`config.mk`:
```
export PLATFORM = sky130hd
export DESIGN_NAME = button_debounce_repeat_events_unit_flat
export DESIGN_NICKNAME = d
export VERILOG_FILES = /design/src/rtl/bdre_pkg.sv /design/src/rtl/bdre_ifs.sv /design/src/rtl/bdre_ctrl.sv /design/src/rtl/bdre_datapath.sv /design/src/rtl/button_debounce_repeat_events_unit.sv /design/src/flat_wrapper.sv
export VERILOG_INCLUDE_DIRS = /design/src /design/src/rtl
export SDC_FILE = /design/constraint.sdc
export NUM_CORES = 1
export LEC_CHECK = 0
export CAP_MARGIN = 5
export CORE_ASPECT_RATIO = 1.2
export CORE_UTILIZATION = 57
export CTS_CLUSTER_SIZE = 20
export DETAILED_ROUTE_END_ITERATION = 10
export DONT_BUFFER_PORTS = 1
export GPL_ROUTABILITY_DRIVEN = 0
export HOLD_SLACK_MARGIN = 0.02
export PLACE_DENSITY = 0.86
export SYNTH_ARGS = -nofsm -noshare
export SYNTH_HDL_FRONTEND = slang
export SYNTH_HIERARCHICAL = 1
export SYNTH_SLANG_ARGS = --single-unit
```
`constraint.sdc`:
```
create_clock -name clk -period 5 [get_ports clk]
set_input_delay 0.5 -clock clk [delete_from_list [all_inputs] [get_ports clk]]
set_output_delay 0.5 -clock clk [all_outputs]
set_load 0.005 [all_outputs]
```
`src/rtl/assert_macros.svh`:
```
// Assertion macros shared by the debouncer RTL
`ifndef ASSERT_MACROS_SVH
`define ASSERT_MACROS_SVH

// Same-cycle implication, sampled on clk, off during rst
`define BDRE_ASSERT_NOW(lbl, ante, cons, msg) \
  lbl: assert property (@(posedge clk) disable iff (rst) (ante) |-> (cons)) \
    else $error(msg);

// Next-cycle implication, sampled on clk, off during rst
`define BDRE_ASSERT_NEXT(lbl, ante, cons, msg) \
  lbl: assert property (@(posedge clk) disable iff (rst) (ante) |=> (cons)) \
    else $error(msg);

`endif

```
`src/rtl/bdre_pkg.sv`:
```
// Types, constants and codes for the button debouncer with event FIFO
package bdre_pkg;

  localparam int NUM_BUTTONS       = 5;
  localparam int BTN_W             = $clog2(NUM_BUTTONS);
  localparam int QUEUE_DEPTH_DEF   = 16;

  localparam int ACTION_W          = 2;
  localparam int PINS_W            = 5;
  localparam int EVT_BTN_W         = 3;
  localparam int KIND_W            = 2;
  localparam int DEB_W             = 8;
  localparam int HOLD_W            = 12;
  localparam int CFG_IDX_W         = 2;
  localparam int CFG_DATA_W        = 12;

  localparam logic [DEB_W-1:0]  DEBOUNCE_RST = DEB_W'(15);
  localparam logic [HOLD_W-1:0] HOLD_RST     = HOLD_W'(300);
  localparam logic [HOLD_W-1:0] REPEAT_RST   = HOLD_W'(100);
  localparam logic [DEB_W-1:0]  STEADY_MAX   = '1;

  typedef enum logic [CFG_IDX_W-1:0] {
    REG_DEBOUNCE = 2'd0,
    REG_HOLD     = 2'd1,
    REG_REPEAT   = 2'd2
  } reg_idx_t;

  typedef enum logic [ACTION_W-1:0] {
    ACT_TICK  = 2'd0,
    ACT_POP   = 2'd1,
    ACT_CLEAR = 2'd2
  } action_t;

  typedef enum logic [KIND_W-1:0] {
    KIND_PRESSED  = 2'd0,
    KIND_RELEASED = 2'd1,
    KIND_HELD     = 2'd2
  } kind_t;

  typedef struct packed {
    logic [EVT_BTN_W-1:0] button;
    logic [KIND_W-1:0]    kind;
  } event_t;

  typedef enum logic [1:0] {
    ST_IDLE,
    ST_EVAL,
    ST_HOLD,
    ST_RESULT
  } state_t;

  typedef struct packed {
    logic ready;     // take an input word
    logic eval;      // debounce and edge step for the current button
    logic hold;      // auto-repeat step for the current button
    logic btn_next;  // advance to the next button
    logic load_out;  // finish the item into the output register
  } cmd_t;

  typedef struct packed {
    logic in_fire;
    logic in_tick;
    logic btn_last;
    logic out_free;
  } status_t;

endpackage

```
`src/rtl/bdre_ifs.sv`:
```
// Handshake interfaces for the input and result channels
interface bdre_in_if;
  logic       valid;
  logic       ready;
  logic [1:0] action;
  logic [4:0] pin_levels;

  modport source (output valid, action, pin_levels, input ready);
  modport sink (input valid, action, pin_levels, output ready);
endinterface

interface bdre_out_if;
  logic       valid;
  logic       ready;
  logic       event_valid;
  logic [2:0] event_button;
  logic [1:0] event_kind;
  logic [4:0] pressed_mask;

  modport source (output valid, event_valid, event_button, event_kind, pressed_mask,
                  input ready);
  modport sink (input valid, event_valid, event_button, event_kind, pressed_mask,
                output ready);
endinterface

```
`src/rtl/bdre_ctrl.sv`:
```
// Sequencer: walks the buttons on a tick and finishes each item
module bdre_ctrl
  import bdre_pkg::*;
(
  input  logic    clk,
  input  logic    rst,
  input  status_t status,
  output cmd_t    cmd
);

  state_t state;
  state_t state_next;

  always_ff @(posedge clk) begin
    if (rst) begin
      state <= ST_IDLE;
    end else begin
      state <= state_next;
    end
  end

  always_comb begin
    state_next = state;
    unique case (state)
      ST_IDLE: begin
        if (status.in_fire) begin
          state_next = status.in_tick ? ST_EVAL : ST_RESULT;
        end
      end
      ST_EVAL: state_next = ST_HOLD;
      ST_HOLD: begin
        state_next = status.btn_last ? ST_RESULT : ST_EVAL;
      end
      ST_RESULT: begin
        if (status.out_free) begin
          state_next = ST_IDLE;
        end
      end
      default: state_next = ST_IDLE;
    endcase
  end

  always_comb begin
    cmd = '0;
    unique case (state)
      ST_IDLE:   cmd.ready = 1'b1;
      ST_EVAL:   cmd.eval = 1'b1;
      ST_HOLD: begin
        cmd.hold     = 1'b1;
        cmd.btn_next = !status.btn_last;
      end
      ST_RESULT: cmd.load_out = status.out_free;
      default:   cmd = '0;
    endcase
  end

  `include "assert_macros.svh"

  `BDRE_ASSERT_NEXT(a_eval_then_hold, state == ST_EVAL, state == ST_HOLD, "eval not followed by hold")
  `BDRE_ASSERT_NEXT(a_fire_leaves_idle, status.in_fire, state != ST_IDLE, "accepted word left idle")
  `BDRE_ASSERT_NEXT(a_last_to_result, state == ST_HOLD && status.btn_last, state == ST_RESULT, "last button not followed by result")

endmodule

```
`src/rtl/bdre_datapath.sv`:
```
// Button state, event FIFO, config registers and result register
module bdre_datapath
  import bdre_pkg::*;
#(
  parameter int QUEUE_DEPTH = QUEUE_DEPTH_DEF
) (
  input  logic                  clk,
  input  logic                  rst,
  bdre_in_if.sink               items,
  bdre_out_if.source            results,
  input  logic                  cfg_we,
  input  logic [CFG_IDX_W-1:0]  cfg_index,
  input  logic [CFG_DATA_W-1:0] cfg_data,
  input  cmd_t                  cmd,
  output status_t               status
);

  localparam int PTR_W = $clog2(QUEUE_DEPTH);
  localparam logic [PTR_W-1:0] PTR_LAST = PTR_W'(QUEUE_DEPTH - 1);

  logic [DEB_W-1:0]  deb_ticks;
  logic [HOLD_W-1:0] hold_ticks;
  logic [HOLD_W-1:0] rep_ticks;

  logic [ACTION_W-1:0] act_q;
  logic [PINS_W-1:0]   pins_q;
  logic [BTN_W-1:0]    btn;

  logic [NUM_BUTTONS-1:0] raw;
  logic [NUM_BUTTONS-1:0] stable;
  logic [DEB_W-1:0]       steady [NUM_BUTTONS];
  logic [HOLD_W-1:0]      hold_left [NUM_BUTTONS];
  logic                   settled;

  event_t            mem [QUEUE_DEPTH];
  event_t            rd_data;
  logic [PTR_W-1:0]  wr_ptr;
  logic [PTR_W-1:0]  rd_ptr;
  logic [PTR_W-1:0]  wr_ptr_inc;
  logic [PTR_W-1:0]  rd_ptr_inc;
  logic              full;
  logic              empty;
  logic              push_en;
  event_t            push_evt;
  logic              pop_ok;

  logic              reading;
  logic [DEB_W-1:0]  steady_next;
  logic [HOLD_W-1:0] hold_dec;
  logic              settle;
  logic              rise;
  logic              fall;
  logic              held;

  logic              out_valid;
  logic              ev_valid;
  logic [EVT_BTN_W-1:0] ev_button;
  logic [KIND_W-1:0] ev_kind;
  logic [NUM_BUTTONS-1:0] mask;

  // Handshake and status
  assign items.ready     = cmd.ready && !rst;
  assign status.in_fire  = items.valid && cmd.ready && !rst;
  assign status.in_tick  = items.action == ACT_TICK;
  assign status.btn_last = btn == BTN_W'(NUM_BUTTONS - 1);
  assign status.out_free = !out_valid || results.ready;

  // Configuration
  always_ff @(posedge clk) begin
    if (rst) begin
      deb_ticks  <= DEBOUNCE_RST;
      hold_ticks <= HOLD_RST;
      rep_ticks  <= REPEAT_RST;
    end else if (cfg_we) begin
      unique case (cfg_index)
        REG_DEBOUNCE: deb_ticks  <= cfg_data[DEB_W-1:0];
        REG_HOLD:     hold_ticks <= cfg_data[HOLD_W-1:0];
        REG_REPEAT:   rep_ticks  <= cfg_data[HOLD_W-1:0];
        default:      ;
      endcase
    end
  end

  // Input word and button index
  always_ff @(posedge clk) begin
    if (status.in_fire) begin
      act_q  <= items.action;
      pins_q <= items.pin_levels;
    end
  end

  always_ff @(posedge clk) begin
    if (rst || status.in_fire) begin
      btn <= '0;
    end else if (cmd.btn_next) begin
      btn <= btn + 1'b1;
    end
  end

  // Per-button step
  always_comb begin
    reading = !pins_q[btn];
    if (reading != raw[btn]) begin
      steady_next = '0;
    end else if (steady[btn] != STEADY_MAX) begin
      steady_next = steady[btn] + 1'b1;
    end else begin
      steady_next = steady[btn];
    end
    hold_dec = (hold_left[btn] != '0) ? hold_left[btn] - 1'b1 : hold_left[btn];
    settle   = steady_next >= deb_ticks;
    rise     = settle && reading && !stable[btn];
    fall     = settle && !reading && stable[btn];
    held     = settled && stable[btn] && (hold_left[btn] == '0);
  end

  always_ff @(posedge clk) begin
    if (rst) begin
      raw     <= '0;
      stable  <= '0;
      settled <= 1'b0;
      for (int i = 0; i < NUM_BUTTONS; i++) begin
        steady[i]    <= STEADY_MAX;
        hold_left[i] <= '0;
      end
    end else if (cmd.eval) begin
      raw[btn]    <= reading;
      steady[btn] <= steady_next;
      settled     <= settle;
      if (settle) begin
        stable[btn] <= reading;
      end
      hold_left[btn] <= rise ? hold_ticks : hold_dec;
    end else if (cmd.hold && held) begin
      hold_left[btn] <= rep_ticks;
    end
  end

  // Event FIFO
  always_comb begin
    push_evt.button = EVT_BTN_W'(btn);
    push_en         = 1'b0;
    push_evt.kind   = KIND_HELD;
    if (cmd.eval && (rise || fall)) begin
      push_en       = 1'b1;
      push_evt.kind = rise ? KIND_PRESSED : KIND_RELEASED;
    end else if (cmd.hold && held) begin
      push_en = 1'b1;
    end
  end

  assign wr_ptr_inc = (wr_ptr == PTR_LAST) ? '0 : wr_ptr + 1'b1;
  assign rd_ptr_inc = (rd_ptr == PTR_LAST) ? '0 : rd_ptr + 1'b1;
  assign full       = wr_ptr_inc == rd_ptr;
  assign empty      = wr_ptr == rd_ptr;
  assign pop_ok     = (act_q == ACT_POP) && !empty;

  always_ff @(posedge clk) begin
    if (push_en && !full) begin
      mem[wr_ptr] <= push_evt;
    end
    rd_data <= mem[rd_ptr];
  end

  always_ff @(posedge clk) begin
    if (rst) begin
      wr_ptr <= '0;
      rd_ptr <= '0;
    end else if (cmd.load_out && act_q == ACT_CLEAR) begin
      wr_ptr <= '0;
      rd_ptr <= '0;
    end else begin
      if (push_en && !full) begin
        wr_ptr <= wr_ptr_inc;
      end
      if (cmd.load_out && pop_ok) begin
        rd_ptr <= rd_ptr_inc;
      end
    end
  end

  // Result register
  always_ff @(posedge clk) begin
    if (rst) begin
      out_valid <= 1'b0;
    end else if (cmd.load_out) begin
      out_valid <= 1'b1;
    end else if (results.ready) begin
      out_valid <= 1'b0;
    end
  end

  always_ff @(posedge clk) begin
    if (cmd.load_out) begin
      ev_valid  <= pop_ok;
      ev_button <= pop_ok ? rd_data.button : '0;
      ev_kind   <= pop_ok ? rd_data.kind : '0;
      mask      <= stable;
    end
  end

  assign results.valid        = out_valid;
  assign results.event_valid  = ev_valid;
  assign results.event_button = ev_button;
  assign results.event_kind   = ev_kind;
  assign results.pressed_mask = PINS_W'(mask);

  `include "assert_macros.svh"

  `BDRE_ASSERT_NEXT(a_full_drops, push_en && full, $stable(wr_ptr), "push into full FIFO moved pointer")
  `BDRE_ASSERT_NEXT(a_push_not_empty, push_en && !full, wr_ptr != rd_ptr, "FIFO empty after push")
  `BDRE_ASSERT_NOW(a_no_push_on_result, cmd.load_out, !push_en, "push during result load")

endmodule

```
`src/rtl/button_debounce_repeat_events_unit.sv`:
```
// Top level: five-button debouncer with auto-repeat and event FIFO
//
//  channel   dir  handshake          payload
//  items     in   valid/ready        action[1:0], pin_levels[4:0]
//  results   out  valid/ready        event_valid, event_button[2:0],
//                                    event_kind[1:0], pressed_mask[4:0]
//  cfg       in   cfg_we (no wait)   cfg_index[1:0], cfg_data[11:0]
//
// A tick runs two sequencer steps per button (eval, then hold), with
// one FIFO write port shared by the edge and the repeat event.
// Pop, clear and unused actions go from accept straight to the result load.
// Reset is synchronous; no clearing pass, the FIFO store is never read unwritten.
// A word is taken again as soon as the result is in the output register;
// a stalled result holds the block in its final step.
module button_debounce_repeat_events_unit
  import bdre_pkg::*;
#(
  parameter int QUEUE_DEPTH = QUEUE_DEPTH_DEF
) (
  input  logic                  clk,
  input  logic                  rst,
  bdre_in_if.sink               items,
  bdre_out_if.source            results,
  input  logic                  cfg_we,
  input  logic [CFG_IDX_W-1:0]  cfg_index,
  input  logic [CFG_DATA_W-1:0] cfg_data
);

  cmd_t    cmd;
  status_t status;

  bdre_ctrl u_ctrl (
    .clk    (clk),
    .rst    (rst),
    .status (status),
    .cmd    (cmd)
  );

  bdre_datapath #(
    .QUEUE_DEPTH (QUEUE_DEPTH)
  ) u_datapath (
    .clk       (clk),
    .rst       (rst),
    .items     (items),
    .results   (results),
    .cfg_we    (cfg_we),
    .cfg_index (cfg_index),
    .cfg_data  (cfg_data),
    .cmd       (cmd),
    .status    (status)
  );

endmodule

```
`src/flat_wrapper.sv`:
```
// flat-port wrapper written by rule: the top's interface ports become plain ports
module button_debounce_repeat_events_unit_flat import bdre_pkg::*;
#(
  parameter int QUEUE_DEPTH = QUEUE_DEPTH_DEF
)
  (clk, rst, cfg_we, cfg_index, cfg_data, items_valid, items_action, items_pin_levels, items_ready, results_valid, results_event_valid, results_event_button, results_event_kind, results_pressed_mask, results_ready);
  bdre_in_if items_i ();
  bdre_out_if results_i ();
  input  logic clk;
  input  logic rst;
  input  logic cfg_we;
  input  logic [CFG_IDX_W-1:0] cfg_index;
  input  logic [CFG_DATA_W-1:0] cfg_data;
  input wire logic [$bits(items_i.valid)-1:0] items_valid;
  input wire logic [$bits(items_i.action)-1:0] items_action;
  input wire logic [$bits(items_i.pin_levels)-1:0] items_pin_levels;
  output wire logic [$bits(items_i.ready)-1:0] items_ready;
  output wire logic [$bits(results_i.valid)-1:0] results_valid;
  output wire logic [$bits(results_i.event_valid)-1:0] results_event_valid;
  output wire logic [$bits(results_i.event_button)-1:0] results_event_button;
  output wire logic [$bits(results_i.event_kind)-1:0] results_event_kind;
  output wire logic [$bits(results_i.pressed_mask)-1:0] results_pressed_mask;
  input wire logic [$bits(results_i.ready)-1:0] results_ready;
  assign items_i.valid = items_valid;
  assign items_i.action = items_action;
  assign items_i.pin_levels = items_pin_levels;
  assign items_ready = items_i.ready;
  assign results_valid = results_i.valid;
  assign results_event_valid = results_i.event_valid;
  assign results_event_button = results_i.event_button;
  assign results_event_kind = results_i.event_kind;
  assign results_pressed_mask = results_i.pressed_mask;
  assign results_i.ready = results_ready;
  button_debounce_repeat_events_unit #(.QUEUE_DEPTH(QUEUE_DEPTH)) u_core (.clk(clk), .rst(rst), .items(items_i), .results(results_i), .cfg_we(cfg_we), .cfg_index(cfg_index), .cfg_data(cfg_data));
endmodule
```
==> flow_metrics.py <==
metrics = {
    "worst_setup_path": {
        "r2r_setup_slack_ns": 0.20,
        "worst-setup-path-type": "reg2reg",
        "cp_cell_sequence": "buf_4 > mux4_2 > mux2i_1 > nor2_1 > nand3_1 > nor3_2 > o21ai_0 > inv_1 > ha_1 > o21a_1 > a21oi_1 > o21ai_1 > o211ai_1 > a21oi_4 > nand2_1 > nor2_1",
        "end_kind": "flip-flop",
        "worstPathRequired_ns": 5.20,
        "start_kind": "flip-flop",
        "regToRegEndpoint": "u_core/u_datapath/mem[13][3]",
        "path_common_cell": "nor2_1",
        "r2r_cells": 16,
        "critPathMaxStageDelay_ns": 0.50,
        "crit_fanout": 9,
        "crit_arrival_ns": 5.00,
        "crit_slowest_cell": "mux4_2",
    },
    "final_layout": {
        "final_cells": 1433,
        "drive_gt1_frac": 0.186,
        "final_area_um2": 16100,
        "areaGrowthSynthToFinish_pct": 12.1,
        "nets": 1129,
        "antenna_cells": 0,
    },
    "logic_synthesis": {
        "yosys_warnings": 6,
        "synth_cell_types": 69,
        "syn_nets": 1085,
        "syn_area_um2": 14300,
        "ys_seq_elements": 323,
        "synth_edf_count": 258,
        "synth_flop_cell": "edfxtp_1",
        "async_flop_share": 0,
        "syn_inst": 1041,
        "synth-seq-area-share": 0.632,
        "syn_area_per_cell_um2": 13.8,
    },
    "sta": {
        "clock.fmax_mhz": 208,
        "final_hold_viol_count": 0,
        "max_slew.worst_pin.slew_ns": 1.16,
        "maxSlewHeadroom": 0.222,
        "finClkSkew_ns": 0.0243,
        "tns_ns": 0,
        "fin_crit_ns": 4.80,
        "fin_crit_sh": 0.960,
        "worst_slack_ns": 0.202,
        "report.final.slew_viol_count": 0,
        "finalSetupViolations": 0,
    },
    "grt": {
        "overflow": 0,
        "use_met3": 0.0416,
        "grt_use_met2": 0.479,
        "grt_start_max_net_pins": 32,
        "top_usage_layer": "met2",
        "antenna_found_initial": 0,
        "first_global_vias": 9337,
        "grt_use_total": 0.274,
        "grt_use_met1": 0.332,
        "grt_pass1_wl_mm": 52.6,
    },
    "floorplanning": {
        "num_rows": 63,
        "chipWidth_um": 147,
        "num_io_pins": 39,
        "core_area_um2": 24700,
        "die_h_um": 176,
        "initial_core_util": 0.580,
        "dieArea_um2": 25800,
    },
    "placement": {
        "place_ws_ns": 0.0208,
        "post_dp_cell_area_um2": 14900,
        "numPortBuffers": 0,
        "dp_cells": 1370,
        "dp_hpwl_mm": 22.7,
    },
    "routing": {
        "drt-wirelength-per-cell_um": 24.8,
        "drtPass1Iterations": 6,
        "drc": 0,
        "ant_nets": 0,
        "via_count": 9326,
        "avgViaCountPerCell": 6.51,
        "drtIter0Drc": 1296,
        "drt_wl_total_mm": 35.5,
    },
    "flow_run": {
        "drv_cap": 0,
    },
    "power_and_ir_drop": {
        "leakage_nw": 5.40,
        "power.density_nw_per_um2": 367,
        "vdd.ir_drop.worst_v": 0.000366,
    },
    "min_path": {
        "hold_end": "u_core/u_datapath/deb_ticks[1]",
        "hp-class": "in2reg",
        "hold_depth": 1,
        "hold_start": "rst",
    },
    "cts": {
        "worstSkewPairLatency_ns": 0.57,
        "htreeDepth": 1,
        "clk_pin_slew_worst_paths_ns": 0.07,
        "numCtsBuffers": 29,
        "post-cts-setup-buffer-count": 0,
        "cts_tree": "built",
        "root_buffer": "clkbuf_16",
        "cts_buffer_depth": 3,
        "cts.sinks": 323,
    },
    "status": {
        "status": "finished clean",
    },
}
[worst max-delay path by stage]
stage,depth (start not counted),end
finish,16,u_core/u_datapath/mem[13][3]
global route,16,u_core/u_datapath/mem[13][3]
CTS,16,u_core/u_datapath/mem[4][0]
detailed placement,16,u_core/u_datapath/mem[9][0]
global placement,17,u_core/u_datapath/hold_left[3][4]
floorplan,18,u_core/u_datapath/mem[0][0]
[flip-flops by register name, summed over array words and instances, names as in the netlist, named ones only]
signal,flops
u_core/u_datapath/results.pressed_mask,5
u_core/u_datapath/rd_ptr,4
u_core/u_datapath/hold_ticks,12
u_core/u_datapath/stable,5
u_core/u_datapath/settled,1
u_core/u_datapath/raw,5
u_core/u_datapath/hold_left,96
u_core/u_datapath/mem,80
u_core/u_datapath/results.event_valid,1
u_core/u_datapath/act_q,2
u_core/u_datapath/results.valid,1
u_core/u_datapath/rd_data,5
u_core/u_datapath/results.event_kind,2
u_core/u_datapath/pins_q,5
u_core/u_datapath/deb_ticks,8
u_core/u_datapath/steady,64
u_core/u_datapath/rep_ticks,12
u_core/u_datapath/wr_ptr,4
u_core/u_datapath/results.event_button,3
u_core/u_ctrl/state,2
u_core/u_datapath/btn,3
[metal layers]
metal | part of all wire | wire length (um) | vias up
met5 | 0 | 0 | -
met4 | 0.056 | 1990 | 0
met3 | 0.093 | 3290 | 161
met2 | 0.51 | 18000 | 621
met1 | 0.34 | 12200 | 4577
li1 | - | - | 3967
[area by class of cell]
cell class / instances / area, um2
clock buffers: 33 / 761
clock inverters: 21 / 272
fillers: 1552 / 8620
inverters: 41 / 154
multi-input cells: 631 / 4940
flip-flops and latches: 323 / 9050
well taps: 325 / 407
repair buffers: 59 / 465
[cell usage in the layout, fill, tap and decap left out, types with 10 or more instances in the layout]
cell       netlist  final
clkbuf_16        0     29
nor3_1          23     20
mux2i_1         36     35
o21ai_0         20     19
mux4_2          61     61
xor2_1          11     11
nor2_1          99     97
buf_4            3     50
a21oi_1         37     37
ha_1            18     18
nand2_1        130    130
dfxtp_1         65     62
nand3_1         15     15
a21o_1          10     10
nand2b_1        12     12
edfxtp_1       258    258
inv_1           39     39
and3_1          13     13
nor2b_1         16     16
[Yosys cell counts, drive strengths merged (11+ instances only)]
cell type | count | share of area
buf | 16 | 0.0076
nor2 | 99 | 0.026
nor2b | 16 | 0.0070
clkbuf | 30 | 0.0079
mux2i | 40 | 0.029
a21oi | 39 | 0.015
ha | 18 | 0.016
nand2b | 12 | 0.0052
mux4 | 65 | 0.10
nand3 | 16 | 0.0059
inv | 40 | 0.010
and3 | 13 | 0.0057
dfxtp | 65 | 0.091
nand2 | 137 | 0.037
xor2 | 11 | 0.0067
edfxtp | 258 | 0.54
nor3 | 24 | 0.0087
o21ai | 22 | 0.0077
[report_power, final]
part	internal, mW	total, mW	switching [mW]
registers	2.96	2.98	0.0228
logic	0.187	0.516	0.329
clock network	1.41	2.40	0.993
[timing repair]
item	in CTS	in global routing
endpoints found under the setup margin	11	165
resized for setup	2	9
hold buffers	2	7
hold endpoints to repair	26	7
pin swaps	0	0
[worst max-delay path: cells and delay by family (launching register included)]
family,cells,cell delay (ns)
DFF,1,0.44
muxes,2,0.77
adders and majority gates,1,0.31
buffers and inverters,2,0.39
and+or+nand+nor,5,1.06
AOI/OAI and AO/OA,6,1.47
[logic make-up after synthesis]
| logic type | count (synthesis) | synth area share |
|---|---|---|
| fa+ha+maj | 18 | 0.0157 |
| compound gates | 115 | 0.0548 |
| buf+inv | 87 | 0.0262 |
| mux | 110 | 0.136 |
| flops | 323 | 0.632 |
| xor+xnor | 20 | 0.0122 |
| simple gates | 368 | 0.123 |
[metrics by stage]
| stage | total power, mW | hold WS (ns) | utilization |
|---|---|---|---|
| 5_1_grt | 6.04 | 0.0363 | 0.651 |
| 4_1_cts | 5.88 | 0.0216 | 0.647 |
| 3_3_place_gp | 3.50 | 0.435 | 0.604 |
| 3_5_place_dp | 3.52 | 0.442 | 0.604 |
| 2_1_floorplan | 3.36 | 0.425 | - |
| 6_report | 5.90 | 0.0415 | 0.651 |
No activity file was read; power rests on OpenSTA's default activity.
